File: src/hdl/gf2_subspace_rref_key_defines.svh
// assertion macros for the gf2 subspace key block
`ifndef GF2_SUBSPACE_RREF_KEY_DEFINES_SVH
`define GF2_SUBSPACE_RREF_KEY_DEFINES_SVH

// same-cycle implication, held off during reset
`define GF2SRK_ASSERT_IMP(label, clk, rst_n, ante, cons, msg) \
  label: assert property (@(posedge clk) disable iff (!rst_n) (ante) |-> (cons)) \
    else $error(msg);

// next-cycle implication, held off during reset
`define GF2SRK_ASSERT_NXT(label, clk, rst_n, ante, cons, msg) \
  label: assert property (@(posedge clk) disable iff (!rst_n) (ante) |=> (cons)) \
    else $error(msg);

`endif

File: src/hdl/gf2srk_pkg.sv
// shared types, constants and helper functions of the gf2 subspace key block
package gf2srk_pkg;

  localparam int VECTOR_BITS   = 9;
  localparam int ROW_BITS      = 9;
  localparam int PACK_BITS     = 9;
  localparam int DIM_BITS      = 4;
  localparam int KEY_LOW_BITS  = 64;
  localparam int KEY_HIGH_BITS = 21;
  localparam int KEY_BITS      = KEY_LOW_BITS + KEY_HIGH_BITS;
  localparam int ACC_BITS      = PACK_BITS * VECTOR_BITS;
  localparam int PCNT_BITS     = (VECTOR_BITS > 1) ? $clog2(VECTOR_BITS) : 1;

  typedef logic [VECTOR_BITS-1:0] row_t;
  typedef row_t [VECTOR_BITS-1:0] rows_t;

  typedef struct packed {
    logic upd;
    logic shift;
    row_t rem;
    row_t top_oh;
  } cell_ctrl_t;

  // one-hot of the highest set bit, zero for a zero row
  function automatic row_t top_onehot(input row_t v);
    row_t oh;
    logic found;
    oh    = '0;
    found = 1'b0;
    for (int i = VECTOR_BITS - 1; i >= 0; i--) begin
      if (!found && v[i]) begin
        oh[i] = 1'b1;
        found = 1'b1;
      end
    end
    return oh;
  endfunction

  // every stored row leads with its own pivot bit and is clear at other pivots
  function automatic logic basis_ok(input rows_t rows);
    logic ok;
    ok = 1'b1;
    for (int p = 0; p < VECTOR_BITS; p++) begin
      if (rows[p] != '0) begin
        if (top_onehot(rows[p]) != (row_t'(1) << p)) ok = 1'b0;
        for (int q = 0; q < VECTOR_BITS; q++) begin
          if (q != p && rows[q] != '0 && rows[p][q]) ok = 1'b0;
        end
      end
    end
    return ok;
  endfunction

endpackage

File: src/hdl/gf2srk_if.sv
// valid/ready channel interfaces for input rows and output keys
interface gf2srk_in_if;
  import gf2srk_pkg::*;

  logic                valid;
  logic                ready;
  logic [ROW_BITS-1:0] row_vector;
  logic                last_row;

  modport source (output valid, output row_vector, output last_row, input ready);
  modport sink   (input valid, input row_vector, input last_row, output ready);
endinterface

interface gf2srk_out_if;
  import gf2srk_pkg::*;

  logic                     valid;
  logic                     ready;
  logic [KEY_LOW_BITS-1:0]  key_low;
  logic [KEY_HIGH_BITS-1:0] key_high;
  logic [DIM_BITS-1:0]      dimension;

  modport source (output valid, output key_low, output key_high, output dimension,
                  input ready);
  modport sink   (input valid, input key_low, input key_high, input dimension,
                  output ready);
endinterface

File: src/hdl/gf2_subspace_rref_key.sv
// top level of the gf2 subspace key block: cell chain, sequencer, packer, output register
//
// Each row takes two steps: in the cycle it is accepted it runs down the chain of pivot
// cells, each cell clearing its own pivot bit, and the remainder is registered; in the
// next cycle its top bit is cleared from the other cells and it is stored in its slot.
// A row marked last then shifts the basis out through the bottom cell into the packer
// (lowest pivot first), which empties the basis as it goes, and then loads the key
// into the output register, waiting while an earlier key is still held there. Rows are
// accepted only between these steps; a waiting key does not hold up rows that are not
// marked last.
`include "gf2_subspace_rref_key_defines.svh"

module gf2_subspace_rref_key (
  input  logic         clk,
  input  logic         rst_n,
  gf2srk_in_if.sink    in_ch,
  gf2srk_out_if.source out_ch
);
  import gf2srk_pkg::*;

  localparam logic [1:0] ST_IDLE = 2'd0;
  localparam logic [1:0] ST_UPD  = 2'd1;
  localparam logic [1:0] ST_PACK = 2'd2;
  localparam logic [1:0] ST_EMIT = 2'd3;

  logic [1:0]           state_r;
  logic [1:0]           state_nxt;
  logic [PCNT_BITS-1:0] pack_cnt_r;
  logic [PCNT_BITS-1:0] pack_cnt_nxt;
  row_t                 rem_r;
  logic                 last_r;

  logic                     out_valid_r;
  logic [KEY_LOW_BITS-1:0]  key_low_r;
  logic [KEY_HIGH_BITS-1:0] key_high_r;
  logic [DIM_BITS-1:0]      dim_r;

  logic                 in_fire;
  logic                 out_free;
  logic                 load_out;
  cell_ctrl_t           ctrl;
  row_t [VECTOR_BITS:0] red;
  row_t [VECTOR_BITS:0] shift_bus;
  rows_t                rows;
  logic [KEY_BITS-1:0]  key;
  logic [DIM_BITS-1:0]  count;

  assign in_ch.ready = (state_r == ST_IDLE);
  assign in_fire     = in_ch.valid && in_ch.ready;
  assign out_free    = !out_valid_r || out_ch.ready;
  assign load_out    = (state_r == ST_EMIT) && out_free;

  assign red[VECTOR_BITS]       = in_ch.row_vector[VECTOR_BITS-1:0];
  assign shift_bus[VECTOR_BITS] = '0;

  assign ctrl.upd    = (state_r == ST_UPD) && (rem_r != '0);
  assign ctrl.shift  = (state_r == ST_PACK);
  assign ctrl.rem    = rem_r;
  assign ctrl.top_oh = top_onehot(rem_r);

  for (genvar p = 0; p < VECTOR_BITS; p++) begin : g_cell
    gf2srk_cell u_cell (
      .clk      (clk),
      .rst_n    (rst_n),
      .pos_oh   (row_t'(1) << p),
      .ctrl     (ctrl),
      .red_in   (red[p+1]),
      .red_out  (red[p]),
      .shift_in (shift_bus[p+1]),
      .row_q    (shift_bus[p])
    );
    assign rows[p] = shift_bus[p];
  end

  gf2srk_pack u_pack (
    .clk    (clk),
    .rst_n  (rst_n),
    .clear  ((state_r == ST_UPD) && last_r),
    .step   (state_r == ST_PACK),
    .row_in (rows[0]),
    .key    (key),
    .count  (count)
  );

  always_comb begin
    state_nxt    = state_r;
    pack_cnt_nxt = pack_cnt_r;
    unique case (state_r)
      ST_IDLE: begin
        if (in_fire) state_nxt = ST_UPD;
      end
      ST_UPD: begin
        pack_cnt_nxt = '0;
        state_nxt    = last_r ? ST_PACK : ST_IDLE;
      end
      ST_PACK: begin
        pack_cnt_nxt = pack_cnt_r + PCNT_BITS'(1);
        if (pack_cnt_r == PCNT_BITS'(VECTOR_BITS - 1)) state_nxt = ST_EMIT;
      end
      ST_EMIT: begin
        if (out_free) state_nxt = ST_IDLE;
      end
      default: state_nxt = ST_IDLE;
    endcase
  end

  always_ff @(posedge clk) begin
    if (!rst_n) begin
      state_r     <= ST_IDLE;
      pack_cnt_r  <= '0;
      last_r      <= 1'b0;
      out_valid_r <= 1'b0;
    end else begin
      state_r    <= state_nxt;
      pack_cnt_r <= pack_cnt_nxt;
      if (in_fire) last_r <= in_ch.last_row;
      if (load_out) begin
        out_valid_r <= 1'b1;
      end else if (out_ch.ready) begin
        out_valid_r <= 1'b0;
      end
    end
  end

  // remainder after the chain, and the output payload
  always_ff @(posedge clk) begin
    if (in_fire) rem_r <= red[0];
    if (load_out) begin
      key_low_r  <= key[KEY_LOW_BITS-1:0];
      key_high_r <= key[KEY_BITS-1:KEY_LOW_BITS];
      dim_r      <= count;
    end
  end

  assign out_ch.valid     = out_valid_r;
  assign out_ch.key_low   = key_low_r;
  assign out_ch.key_high  = key_high_r;
  assign out_ch.dimension = dim_r;

  `GF2SRK_ASSERT_NXT(a_accept_blocks, clk, rst_n, in_fire, !in_ch.ready,
    "row accepted while the previous one was still being stored")
  `GF2SRK_ASSERT_IMP(a_basis_form, clk, rst_n, state_r == ST_IDLE, basis_ok(rows),
    "stored basis is not in reduced echelon form")
  `GF2SRK_ASSERT_IMP(a_cleared_at_emit, clk, rst_n, state_r == ST_EMIT, rows == '0,
    "basis not empty after shifting out")
  `GF2SRK_ASSERT_IMP(a_dim_range, clk, rst_n, out_valid_r,
    dim_r <= DIM_BITS'(VECTOR_BITS) && key_low_r[DIM_BITS-1:0] == dim_r,
    "key dimension out of range or inconsistent")
endmodule

File: src/hdl/gf2srk_cell.sv
// one pivot slot: reduces the passing row, takes back-substitution, shifts out
module gf2srk_cell (
  input  logic                   clk,
  input  logic                   rst_n,
  input  gf2srk_pkg::row_t       pos_oh,
  input  gf2srk_pkg::cell_ctrl_t ctrl,
  input  gf2srk_pkg::row_t       red_in,
  output gf2srk_pkg::row_t       red_out,
  input  gf2srk_pkg::row_t       shift_in,
  output gf2srk_pkg::row_t       row_q
);
  import gf2srk_pkg::*;

  row_t row_r;
  row_t row_nxt;
  logic has_row;
  logic is_top;

  assign has_row = (row_r != '0);
  assign is_top  = ((ctrl.top_oh & pos_oh) != '0);

  // clear this slot's pivot bit from the passing row
  assign red_out = (has_row && ((red_in & pos_oh) != '0)) ? (red_in ^ row_r) : red_in;

  always_comb begin
    row_nxt = row_r;
    priority if (ctrl.shift) begin
      row_nxt = shift_in;
    end else if (ctrl.upd) begin
      if (is_top) begin
        row_nxt = ctrl.rem;
      end else if (has_row && ((row_r & ctrl.top_oh) != '0)) begin
        row_nxt = row_r ^ ctrl.rem;
      end
    end else begin
      row_nxt = row_r;
    end
  end

  always_ff @(posedge clk) begin
    if (!rst_n) begin
      row_r <= '0;
    end else begin
      row_r <= row_nxt;
    end
  end

  assign row_q = row_r;
endmodule

File: src/hdl/gf2srk_pack.sv
// key packer: collects non-zero rows as they leave the bottom cell
module gf2srk_pack (
  input  logic                                clk,
  input  logic                                rst_n,
  input  logic                                clear,
  input  logic                                step,
  input  gf2srk_pkg::row_t                    row_in,
  output logic [gf2srk_pkg::KEY_BITS-1:0]     key,
  output logic [gf2srk_pkg::DIM_BITS-1:0]     count
);
  import gf2srk_pkg::*;

  logic [ACC_BITS-1:0] acc_r;
  logic [ACC_BITS-1:0] acc_nxt;
  logic [DIM_BITS-1:0] count_r;
  logic [DIM_BITS-1:0] count_nxt;

  // lowest pivot leaves first, so it ends up in the highest slot
  always_comb begin
    acc_nxt   = acc_r;
    count_nxt = count_r;
    priority if (clear) begin
      acc_nxt   = '0;
      count_nxt = '0;
    end else if (step && row_in != '0) begin
      acc_nxt   = (acc_r << PACK_BITS) | ACC_BITS'(row_in);
      count_nxt = count_r + DIM_BITS'(1);
    end else begin
      acc_nxt   = acc_r;
      count_nxt = count_r;
    end
  end

  always_ff @(posedge clk) begin
    if (!rst_n) begin
      acc_r   <= '0;
      count_r <= '0;
    end else begin
      acc_r   <= acc_nxt;
      count_r <= count_nxt;
    end
  end

  assign key   = (KEY_BITS'(acc_r) << DIM_BITS) | KEY_BITS'(count_r);
  assign count = count_r;
endmodule

File: src/flat_wrapper.sv
// flat-port wrapper written by rule: the top's interface ports become plain ports
module gf2_subspace_rref_key_flat import gf2srk_pkg::*;
  (clk, rst_n, in_ch_valid, in_ch_row_vector, in_ch_last_row, in_ch_ready, out_ch_valid, out_ch_key_low, out_ch_key_high, out_ch_dimension, out_ch_ready);
  gf2srk_in_if in_ch_i ();
  gf2srk_out_if out_ch_i ();
  input  logic clk;
  input  logic rst_n;
  input wire logic [$bits(in_ch_i.valid)-1:0] in_ch_valid;
  input wire logic [$bits(in_ch_i.row_vector)-1:0] in_ch_row_vector;
  input wire logic [$bits(in_ch_i.last_row)-1:0] in_ch_last_row;
  output wire logic [$bits(in_ch_i.ready)-1:0] in_ch_ready;
  output wire logic [$bits(out_ch_i.valid)-1:0] out_ch_valid;
  output wire logic [$bits(out_ch_i.key_low)-1:0] out_ch_key_low;
  output wire logic [$bits(out_ch_i.key_high)-1:0] out_ch_key_high;
  output wire logic [$bits(out_ch_i.dimension)-1:0] out_ch_dimension;
  input wire logic [$bits(out_ch_i.ready)-1:0] out_ch_ready;
  assign in_ch_i.valid = in_ch_valid;
  assign in_ch_i.row_vector = in_ch_row_vector;
  assign in_ch_i.last_row = in_ch_last_row;
  assign in_ch_ready = in_ch_i.ready;
  assign out_ch_valid = out_ch_i.valid;
  assign out_ch_key_low = out_ch_i.key_low;
  assign out_ch_key_high = out_ch_i.key_high;
  assign out_ch_dimension = out_ch_i.dimension;
  assign out_ch_i.ready = out_ch_ready;
  gf2_subspace_rref_key u_core (.clk(clk), .rst_n(rst_n), .in_ch(in_ch_i), .out_ch(out_ch_i));
endmodule
File: config.mk
export PLATFORM = sky130hd
export DESIGN_NAME = gf2_subspace_rref_key_flat
export DESIGN_NICKNAME = d
export VERILOG_FILES = /design/src/hdl/gf2srk_pkg.sv /design/src/hdl/gf2srk_if.sv /design/src/hdl/gf2_subspace_rref_key.sv /design/src/hdl/gf2srk_cell.sv /design/src/hdl/gf2srk_pack.sv /design/src/flat_wrapper.sv
export VERILOG_INCLUDE_DIRS = /design/src /design/src/hdl
export SDC_FILE = /design/constraint.sdc
export NUM_CORES = 1
export LEC_CHECK = 0
export ABC_AREA = 1
export BUFFER_PORTS_ARGS = -buffer_cell sky130_fd_sc_hd__buf_2
export CAP_MARGIN = 0
export CORE_MARGIN = 3
export CORE_UTILIZATION = 30
export CTS_CLUSTER_DIAMETER = 100
export DETAILED_ROUTE_END_ITERATION = 6
export PLACE_DENSITY = 0.54
export SYNTH_ARGS = -nofsm -noshare
export SYNTH_HDL_FRONTEND = slang
export SYNTH_SLANG_ARGS = --single-unit
export TNS_END_PERCENT = 10
File: constraint.sdc
create_clock -name clk -period 6.21 [get_ports clk]
set_clock_uncertainty 0.05 [all_clocks]
set_input_delay 0.621 -clock clk [delete_from_list [all_inputs] [get_ports clk]]
set_output_delay 0.621 -clock clk [all_outputs]
set_load 0.05 [all_outputs]
[Yosys cells after proc, flatten, opt, wreduce, memory -nomap -nowiden]
Index checks and enable logic that the tools add are counted.
Widths: inputs -> output; s select.
Cells by class
  add/subtract/negate cells: 2
  equal/unequal tests: 7
  multiplexer cells: 67
  bitwise logic cells: 30
  reduce and logical (&&, ||, !) cells: 85
Operators by type and width (count)
  $mux 9: 43
  $reduce_bool 9->1: 19
  $xor 9x9->9: 18
  $or 85x4->85: 1
  $and 9x9->9: 9
  $or 81x9->81: 1
  $logic_and 1x1->1: 31
  $reduce_bool 3->1: 8
  $mux 1: 18
  $reduce_and 2->1: 9
  $logic_not 1->1: 9
  $add 4x1->4 const B: 2
  $mux 2: 4
  $pmux 2 s4: 1
  $pmux 4 s2: 1
  $reduce_bool 2->1: 4
  $eq 2x2->1 const B: 2
  $eq 4x4->1 const B: 1
  $ne 2x1->1 const B: 2
  $reduce_or 2->1: 2
  $reduce_and 3->1: 1
  $eq 2x1->1 const B: 1
  $logic_not 2->1: 1
  $ne 2x2->1 const B: 1
  other kinds (2): 2
Storage, ports and cells
  register bits: 272
  bits of input ports: 14
  output and inout bits: 91
  word-level logic and storage cells: 210

[Logic depth before layout (Yosys ltp)]
Gate-level depths: netlist of the first run.
  depth after elaboration: 32
  depth in mapped cells: 32
  gate-level depth less buffers: 31

[By module]
From an unflattened synthesis of the first run, not the netlist that was laid out.
Second synthesis, totals
  cells, all modules: 2561
  area, all modules: 17767.0 um2
By module, submodules not included
  gf2srk_cell: times used 9, cells an instance 200, area an instance 1149.9 um2, seq. area each 180.2 um2
  gf2srk_pack: times used 1, cells an instance 571, area an instance 3837.4 um2, seq. area each 1701.6 um2
  gf2_subspace_rref_key: times used 1, cells an instance 190, area an instance 3580.9 um2, seq. area each 3103.0 um2

[Worst setup path before layout of the first run]
OpenSTA, ideal clock, no wires.
  kind: in2reg
  from: input out_ch_ready
  to: register u_core.key_high_r[0] (netlist: u_core.out_ch.key_high[0]), enable pin
  library setup time: 0.556 ns
  arrival: 4.750 ns
  required time: 5.604 ns
  path slack: 0.854 ns
  stages: 2
  buffers on the path: 0
  path through: inv_1 -> a21oi_1
On the way
  longest elaborated chain between the ends: 2
Ends and longest elaborated chain
  start: declaration: RTL line flat_wrapper.sv:16  | input wire logic [$bits(out_ch_i.ready)-1:0] out_ch_ready;
  $logic_or 1x1->1: RTL line gf2_subspace_rref_key.sv:50  | assign out_free = !out_valid_r || out_ch.ready;
  $logic_and 1x1->1: RTL line gf2_subspace_rref_key.sv:51  | assign load_out = (state_r == ST_EMIT) && out_free;
  via u_core.load_out: RTL line gf2_subspace_rref_key.sv:40  | logic load_out;
  end signal: assignment: RTL line gf2_subspace_rref_key.sv:130  | key_high_r <= key[KEY_BITS-1:KEY_LOW_BITS];
  end: declaration: RTL line gf2_subspace_rref_key.sv:35  | logic [KEY_HIGH_BITS-1:0] key_high_r;
The timed path passes the listed nets, and every way through them passes these cells.
A chain may end at the register's enable or synchronous reset.

[Final worst setup path of the first run]
  from: register u_core.g_cell[7].u_cell.row_r[4]
  to: register u_core.rem_r[7], data pin
On the way
  longest elaborated chain between the ends: 17
  elaborated cells on any way between the ends: 25
  those cells by class: mux: 8; bitwise: 8; reduce/logical: 9
Ends and longest elaborated chain
  start: declaration: RTL line gf2srk_cell.sv:14  | row_t row_r;
  start signal: assignment: RTL line gf2srk_cell.sv:44  | row_r <= row_nxt;
  $reduce_bool 9->1: RTL line gf2srk_cell.sv:19  | assign has_row = (row_r != '0);
  $logic_and 1x1->1: RTL line gf2srk_cell.sv:23  | assign red_out = (has_row && ((red_in & pos_oh) != '0)) ? (red_in ^ row_r) : red_in;
  $mux 9 *: RTL line gf2srk_cell.sv:23
  $xor 9x9->9 / $logic_and 1x1->1 (equally long branches): RTL line gf2srk_cell.sv:23
  $mux 9 *: RTL line gf2srk_cell.sv:23
  $xor 9x9->9 / $logic_and 1x1->1 (equally long branches): RTL line gf2srk_cell.sv:23
  $mux 9 *: RTL line gf2srk_cell.sv:23
  $xor 9x9->9 / $logic_and 1x1->1 (equally long branches): RTL line gf2srk_cell.sv:23
  [2 not listed]
  $mux 9 *: RTL line gf2srk_cell.sv:23
  $xor 9x9->9 / $logic_and 1x1->1 (equally long branches): RTL line gf2srk_cell.sv:23
  $mux 9 *: RTL line gf2srk_cell.sv:23
  $xor 9x9->9 / $logic_and 1x1->1 (equally long branches): RTL line gf2srk_cell.sv:23
  $mux 9 *: RTL line gf2srk_cell.sv:23
  $xor 9x9->9 / $logic_and 1x1->1 (equally long branches): RTL line gf2srk_cell.sv:23
  $mux 9 *: RTL line gf2srk_cell.sv:23
  via u_core.g_cell[0].u_cell.red_out[7]: RTL line gf2srk_cell.sv:8  | output gf2srk_pkg::row_t red_out,
  end signal: assignment: RTL line gf2_subspace_rref_key.sv:127  | if (in_fire) rem_r <= red[0];
  end: declaration: RTL line gf2_subspace_rref_key.sv:30  | row_t rem_r;
Mark *: on every way through the listed nets, which the timed path passes. The rest lies on a longest branch.

==> run summary, run 1 <==
ant diodes: 0
largest net degree at the start of global routing: 89
Clock Tree Buf Depth: 3
Iteration-0 DRC Markers: 1635
Worst Setup End Kind: flop
Post-Synth Adder-Cell Area: 0.01407
CTS Buf Count: 30
Synth Area in Simple Gates: 0.2361
Sequential Power Share: 0.309
setup slack after layout: 2.310 ns
Layout fillers: 4531
DR WL/cell: 18.19 um
final core occ: 0.3532
ranking of synthesized cells by area: dfxtp_1 (26%), edfxtp_1 (21%), nor2_1 (7.3%), nand2_1 (6.7%), o21ai_0 (6.6%)
DRT Wirelength: 42030 um
post-CTS resize count: 0
GRT Residual Overflow: 0
CP peak stage delay: 0.45 ns
GPL Wtd Cong: 0.9297
Yosys reg bits: 268
YS warnings: 0
Routed Antenna Nets: 0
pwr dens: 595.2 mW/mm2
mux cell area share after synthesis: 0
Setup WS pre-CTS: 2.090 ns
worst reg2reg path startpoint: u_core.g_cell[7].u_cell.row_q[4]$_SDFFE_PN0P_
initial antenna violation count: 0
Synth area leader: dfxtp_1
die area: 0.04703 mm2
number of port buffers: 104
Post-Synth XOR/XNOR Area: 0.04371
Synth top area share: 0.2612
switching share of power: 0.4891
Internal Power: 4.667 mW
Avg Cell Area, Syn: 8.123 um2
count of final hold-check violations: 0
GR Util All Layers: 0.1724
measured slew at the worst slew-check pin: 0.9938 ns
H-tree levels: 1
Max Cap Violations: 0
crit path launch type: flop
share of layout cells above drive strength 1: 0.1390
largest family of logic cells by synthesized area: simple AND/OR/NAND/NOR gates
Hold Path Cell Cnt: 3
status: finished, final reports clean
DRC viols: 0
Buf/Inv on CP: 2
mapped cell area: 0.01334 mm2
number of synthesized flops with an enable pin: 94
CP Cell Sequence: inv_1 > nand2_1 > nor2_2 > nand2_2 > nand2_2 > nand2_2 > nand3_2 > nand2_1 > nand3_1 > nand2_2 > nand2_2 > nor2_2 > nand2_1 > xor2_1 > nor2_1 > nor2_2 > xor2_1 > nand3_4 > nand3_4 > inv_4 > nand2_1 > nand2_1
Max rail drop VDD: 0.0002827 V
predominant post-synthesis flop cell: dfxtp_1
DP Wirelength: 29150 um
Core Footprint: 0.04346 mm2
area added between synthesis and finish: 15.08%
Power Total: 9.136 mW
setup total negative slack: 0 ns
DR vias: 11900
Distinct cells, synth: 59
hold path start: in_ch_last_row
hold endpoint: u_core.last_r$_SDFFE_PN0P_
Worst Path Max Fanout: 7
first-pass GRT wire length: 64830 um
Final Cell Area: 0.01535 mm2
register area share after synthesis: 0.4728
f_max: 256.4 MHz
vias in the first global route: 11060
compound-cell area share of the yosys netlist: 0.1637
# Post-CTS Setup Buffers: 0
FFs w/ async S/R, synth: 0
Die H: 216.9 um
Leak: 6.304 nW
Mapped Cells: 1642
worst r2r path cells: 22
Chip Width: 216.9 um
clock sink total: 268
row cnt: 76
Pre-antenna DRT Iters: 6
CP Class: flop to flop
CTS Root Cell: clkbuf_16
Tmin final: 3.900 ns
Worst-path clk slew: 0.06 ns
R2R setup slack: 2.31 ns
Ports: 105
setup violators final: 0
placed cell areas: 0.01435 mm2
Synth top cells by count: nor2_1 (259), nand2_1 (239), o21ai_0 (176), dfxtp_1 (174), inv_1 (129)
NetSw: 4.469 mW
top-count cell post-synth: nor2_1
hold-fix buffers at CTS: 0
crit share post-route: 0.6281
power share of the combinational group: 0.497
Req. time, crit path: 6.46 ns
Nets: 1732
Data arrival, critical path: 4.15 ns
Crit Reg-Reg Endpoint: u_core.rem_r[7]$_DFFE_PP_
initial core utilization: 0.3069
CP delay by family, top: simple AND/OR/NAND/NOR gates
TritonCTS clock tree: done
slew margin rel.: 0.3360
clock share of power: 0.195
DR vias/cell: 5.150
max-slew violations: 0
slowest cell on the critical path: dfxtp_1
worst hold path class: primary input to flop
RSZ-0062 raised after global routing: false
clk_lat worst skew: 0.58 ns
synthesized net count: 1671
## cells by family (layout without fill, tap and decap cells)
family / count (synthesis) / count (layout)
AOI/OAI and AO/OA: 369 / 369
adders and majority gates: 15 / 15
buffers and inverters: 233 / 317
DFF: 268 / 268
and+or+nand+nor: 692 / 692
xor gates and xnor gates: 65 / 65
## per-layer routing
layer | GRT usage | vias up | routed length [um]
met4 | 0.05327 | 0 | 1168
met1 | 0.2456 | 5567 | 18930
li1 | - | 5704 | -
met5 | 0 | - | 0
met2 | 0.2640 | 537 | 18090
met3 | 0.03449 | 94 | 3842
## worst reg2reg max path, cell delays in order (launching register included)
cell	delay [ns]
dfxtp_1	0.45
inv_1	0.18
nand2_1	0.10
nor2_2	0.04
nand2_2	0.13
nand2_2	0.11
nand2_2	0.16
nand3_2	0.17
nand2_1	0.18
nand3_1	0.14
nand2_2	0.15
nand2_2	0.09
nor2_2	0.14
nand2_1	0.08
xor2_1	0.30
nor2_1	0.09
nor2_2	0.20
xor2_1	0.32
nand3_4	0.16
nand3_4	0.15
inv_4	0.08
nand2_1	0.07
nand2_1	0.07
## per-stage QoR
stage          hold WS, ns  cells
2_1_floorplan       0.3530   1642
6_report            0.3044   2311
3_3_place_gp        0.3585   2256
4_1_cts             0.2719   2311
3_5_place_dp        0.3590   2256
5_1_grt             0.2976   2311
## area by class of cell
type                       count  area, um2  area share
timing repair buffer         118      625.6     0.04076
multi-input combinational   1141       6136      0.3998
clock buffer                  37      828.3     0.05397
sequential                   268       6306      0.4109
inverter                     144      548.0     0.03571
clock inverter                18      172.7     0.01125
tap                          585      732.0     0.04769
## power groups by stage
| stage | clock network [mW] | logic (mW) | registers (mW) |
|---|---|---|---|
| after floorplan | 0 | 3.33 | 2.69 |
| after global placement | 0 | 4.45 | 2.83 |
| after detailed placement | 0 | 4.46 | 2.83 |
| after CTS | 1.83 | 4.49 | 2.79 |
| after global routing | 1.89 | 5.05 | 2.85 |
| final | 1.78 | 4.54 | 2.82 |
## how the worst max path moves through the flow
stage                                                        from                                  end  slack (ns)  depth (start not counted)
floorplan                                            out_ch_ready  u_core.out_ch.key_high[0]$_DFFE_PP_        0.85                          2
global placement                              in_ch_row_vector[8]            u_core.rem_r[8]$_DFFE_PP_        2.07                         22
detailed placement                            in_ch_row_vector[8]            u_core.rem_r[8]$_DFFE_PP_        2.09                         22
CTS                 u_core.g_cell[7].u_cell.row_q[4]$_SDFFE_PN0P_            u_core.rem_r[8]$_DFFE_PP_        2.31                         22
global route        u_core.g_cell[7].u_cell.row_q[4]$_SDFFE_PN0P_            u_core.rem_r[7]$_DFFE_PP_        1.96                         22
finish              u_core.g_cell[7].u_cell.row_q[4]$_SDFFE_PN0P_            u_core.rem_r[7]$_DFFE_PP_        2.31                         22
## cells in the final DEF, fill, tap and decap left out, drive strengths merged, types with 2 or more instances in the layout
cell type,synthesis,routed
o31ai,3,3
clkinv,6,17
a22oi,9,9
and2,2,2
ha,15,15
o21ai,177,177
a211oi,39,39
buf,21,118
clkinvlp,0,4
nand4,12,12
nand2,269,269
nand3,103,103
xnor2,23,23
a221oi,16,16
a32oi,4,4
or2,2,2
nor2,269,269
clkbuf,68,37
a311oi,4,4
xor2,41,41
edfxtp,94,94
a31o,2,2
o41ai,2,2
bufinv,0,2
o22ai,26,26
nor3,21,21
inv,138,139
a31oi,5,5
nor4,9,9
o211ai,9,9
dfxtp,174,174
a21oi,65,65
nand3b,3,3
o221ai,3,3
## flip-flops by register name, indices dropped and copies added, names as in the netlist, named ones only
register and cells:
u_core.u_pack.count 4, u_core.pack_cnt_r 4, u_core.out_ch.valid 1, u_core.rem_r 9, u_core.last_r 1, u_core.g_cell.u_cell.row_q 81
u_core.state_r 1, u_core.out_ch.key_high 21, u_core.u_pack.acc_r 81, u_core.out_ch.key_low 64
Note: power is estimated with default switching activity, not from simulation.
==> inputs of run 2 (changes only) <==
==> constraint.sdc (replaced) <==
create_clock -name clk -period 3.9 [get_ports clk]
set_clock_uncertainty 0.05 [all_clocks]
set_input_delay 0.39 -clock clk [delete_from_list [all_inputs] [get_ports clk]]
set_output_delay 0.39 -clock clk [all_outputs]
set_load 0.05 [all_outputs]
==> run 2 against run 1 <==
Net effect: clock-buffer cell count up 1; critical path depth increased by 2; non-clock buffer count rose by 49; sequential power up 55%; maximum frequency grew 12%; die area unchanged; largest cell class unchanged.
==> run summary, run 2 (synthesized netlist as in run 1, its figures left out) <==
CP Class: flop to flop
Worst Path Max Fanout: 7
initial antenna violation count: 0
setup violators final: 0
WHS: 0.07365 ns
Iteration-0 DRC Markers: 1353
Crit Reg-Reg Endpoint: u_core.rem_r[2]$_DFFE_PP_
hold path start: in_ch_last_row
first-pass GRT wire length: 64400 um
Chip Width: 216.9 um
Layout fillers: 4435
setup slack after layout: 0.4268 ns
Crit. path cell count: 24
hold-fix buffers at CTS: 0
cell seen most often among critical-path stages: nand2_1
clock sink total: 268
Max Cap Violations: 0
Max rail drop VDD: 0.0005022 V
count of final hold-check violations: 0
CP Cell Sequence: inv_2 > nand2_1 > nor2_2 > nand2_2 > nand2_2 > nand2_2 > nand3_2 > nand2_1 > nand3_1 > nand2_2 > nand3_2 > nand2_4 > nand2_2 > nor2_4 > nand2_1 > nand2_1 > inv_1 > nor2_2 > xor2_1 > nand3_4 > nand3_4 > inv_4 > nand2_1 > nand2_1
die area: 0.04703 mm2
setup total negative slack: 0 ns
area added between synthesis and finish: 18.44%
clock share of power: 0.192
CTS Root Cell: clkbuf_16
CTS Buf Count: 29
commonest cells after routing, fill and taps aside: nor2_1 (258), nand2_1 (239), o21ai_0 (176)
H-tree levels: 1
Tmin final: 3.473 ns
DR vias/cell: 4.980
GR Util met2: 0.2647
Req. time, crit path: 4.16 ns
DRT Wirelength: 41720 um
Buf/Inv on CP: 3
worst hold path class: primary input to flop
Leak: 6.566 nW
max-slew violations: 0
Worst Setup End Kind: flop
DR WL/cell: 17.69 um
Routed Antenna Nets: 0
status: finished, final reports clean
GR Util All Layers: 0.1728
Clock Tree Buf Depth: 3
DRC viols: 0
GRT Residual Overflow: 0
ant diodes: 0
Core Footprint: 0.04346 mm2
Hold Path Cell Cnt: 3
layer with the highest usage: met2
power share of the combinational group: 0.509
Ports: 105
number of port buffers: 104
DR vias: 11740
M3 GR Usage: 0.02960
# Post-CTS Setup Buffers: 0
Internal Power: 7.705 mW
measured slew at the worst slew-check pin: 0.8591 ns
worst r2r path cells: 24
initial core utilization: 0.3069
NetSw: 6.964 mW
DP Wirelength: 29450 um
row cnt: 76
TritonCTS clock tree: done
Data arrival, critical path: 3.73 ns
pwr dens: 928.5 mW/mm2
post-CTS resize count: 0
share of layout cells above drive strength 1: 0.1619
crit share post-route: 0.8906
RSZ-0062 raised after global routing: false
crit path launch type: flop
Power Total: 14.67 mW
R2R setup slack: 0.43 ns
switching share of power: 0.4747
f_max: 287.9 MHz
Die H: 216.9 um
CP peak stage delay: 0.46 ns
Nets: 1780
clk_lat worst skew: 0.57 ns
slew margin rel.: 0.4260
Pre-antenna DRT Iters: 5
Setup WS pre-CTS: 0.3670 ns
worst reg2reg path startpoint: u_core.g_cell[7].u_cell.row_q[5]$_SDFFE_PN0P_
GPL Wtd Cong: 0.9656
hold endpoint: u_core.last_r$_SDFFE_PN0P_
CP delay by family, top: simple AND/OR/NAND/NOR gates
slowest cell on the critical path: dfxtp_1
leading cell type in the layout, fill and taps excluded: nor2_1
Worst-path clk slew: 0.06 ns
largest net degree at the start of global routing: 85
Global Route met1 Usage: 0.2519
vias in the first global route: 10930
Sequential Power Share: 0.299
## run 2: area by class of cell
class / instances / area (um2) / area share
clock buffer: 38 / 799.5 / 0.05061
clock inverter: 15 / 182.7 / 0.01156
inverter: 144 / 548.0 / 0.03469
multi-input combinational: 1141 / 6136 / 0.3884
sequential: 268 / 6306 / 0.3992
tap: 585 / 732.0 / 0.04633
timing repair buffer: 167 / 1094 / 0.06922
## run 2: worst max-delay path by stage
| stage | startpoint | endpoint | slack, ns |
|---|---|---|---|
| final | u_core.g_cell[7].u_cell.row_q[5]$_SDFFE_PN0P_ | u_core.rem_r[2]$_DFFE_PP_ | 0.43 |
| after CTS | u_core.g_cell[7].u_cell.row_q[5]$_SDFFE_PN0P_ | u_core.rem_r[2]$_DFFE_PP_ | 0.48 |
| after floorplan | out_ch_ready | u_core.out_ch.key_high[0]$_DFFE_PP_ | 0.49 |
| after global routing | u_core.g_cell[7].u_cell.row_q[5]$_SDFFE_PN0P_ | u_core.rem_r[6]$_DFFE_PP_ | 0.17 |
| after global placement | in_ch_row_vector[8] | u_core.rem_r[3]$_DFFE_PP_ | 0.43 |
| after detailed placement | in_ch_row_vector[8] | u_core.rem_r[2]$_DFFE_PP_ | 0.37 |
## run 2: per-stage QoR
stage | utilization | instances | instance area, um2
3_5_place_dp | 0.3409 | 2305 | 14820
3_3_place_gp | 0.3409 | 2305 | 14820
6_report | 0.3635 | 2358 | 15800
2_1_floorplan | - | 1642 | 13340
4_1_cts | 0.3635 | 2358 | 15800
5_1_grt | 0.3635 | 2358 | 15800
## run 2: power by group through the flow
stage	clock network (mW)	registers [mW]	logic, mW
floorplan	0	4.27	5.30
global placement	0	4.41	7.30
detailed placement	0	4.41	7.35
CTS	2.88	4.35	7.39
global route	2.99	4.44	8.26
finish	2.82	4.38	7.47
## run 2: routing by layer
metal | vias to the layer above | wire (um)
met5 | - | 0
li1 | 5805 | -
met3 | 66 | 2958
met4 | 0 | 940
met2 | 382 | 17920
met1 | 5491 | 19900
## run 2: worst register-to-register path, stage by stage (launching register included)
cell and delay, ns:
dfxtp_1 0.46, inv_2 0.12, nand2_1 0.10, nor2_2 0.04, nand2_2 0.12, nand2_2 0.11
nand2_2 0.14, nand3_2 0.16, nand2_1 0.14, nand3_1 0.12, nand2_2 0.14, nand3_2 0.14
nand2_4 0.12, nand2_2 0.10, nor2_4 0.11, nand2_1 0.08, nand2_1 0.07, inv_1 0.04
nor2_2 0.17, xor2_1 0.26, nand3_4 0.13, nand3_4 0.13, inv_4 0.06, nand2_1 0.06
nand2_1 0.05
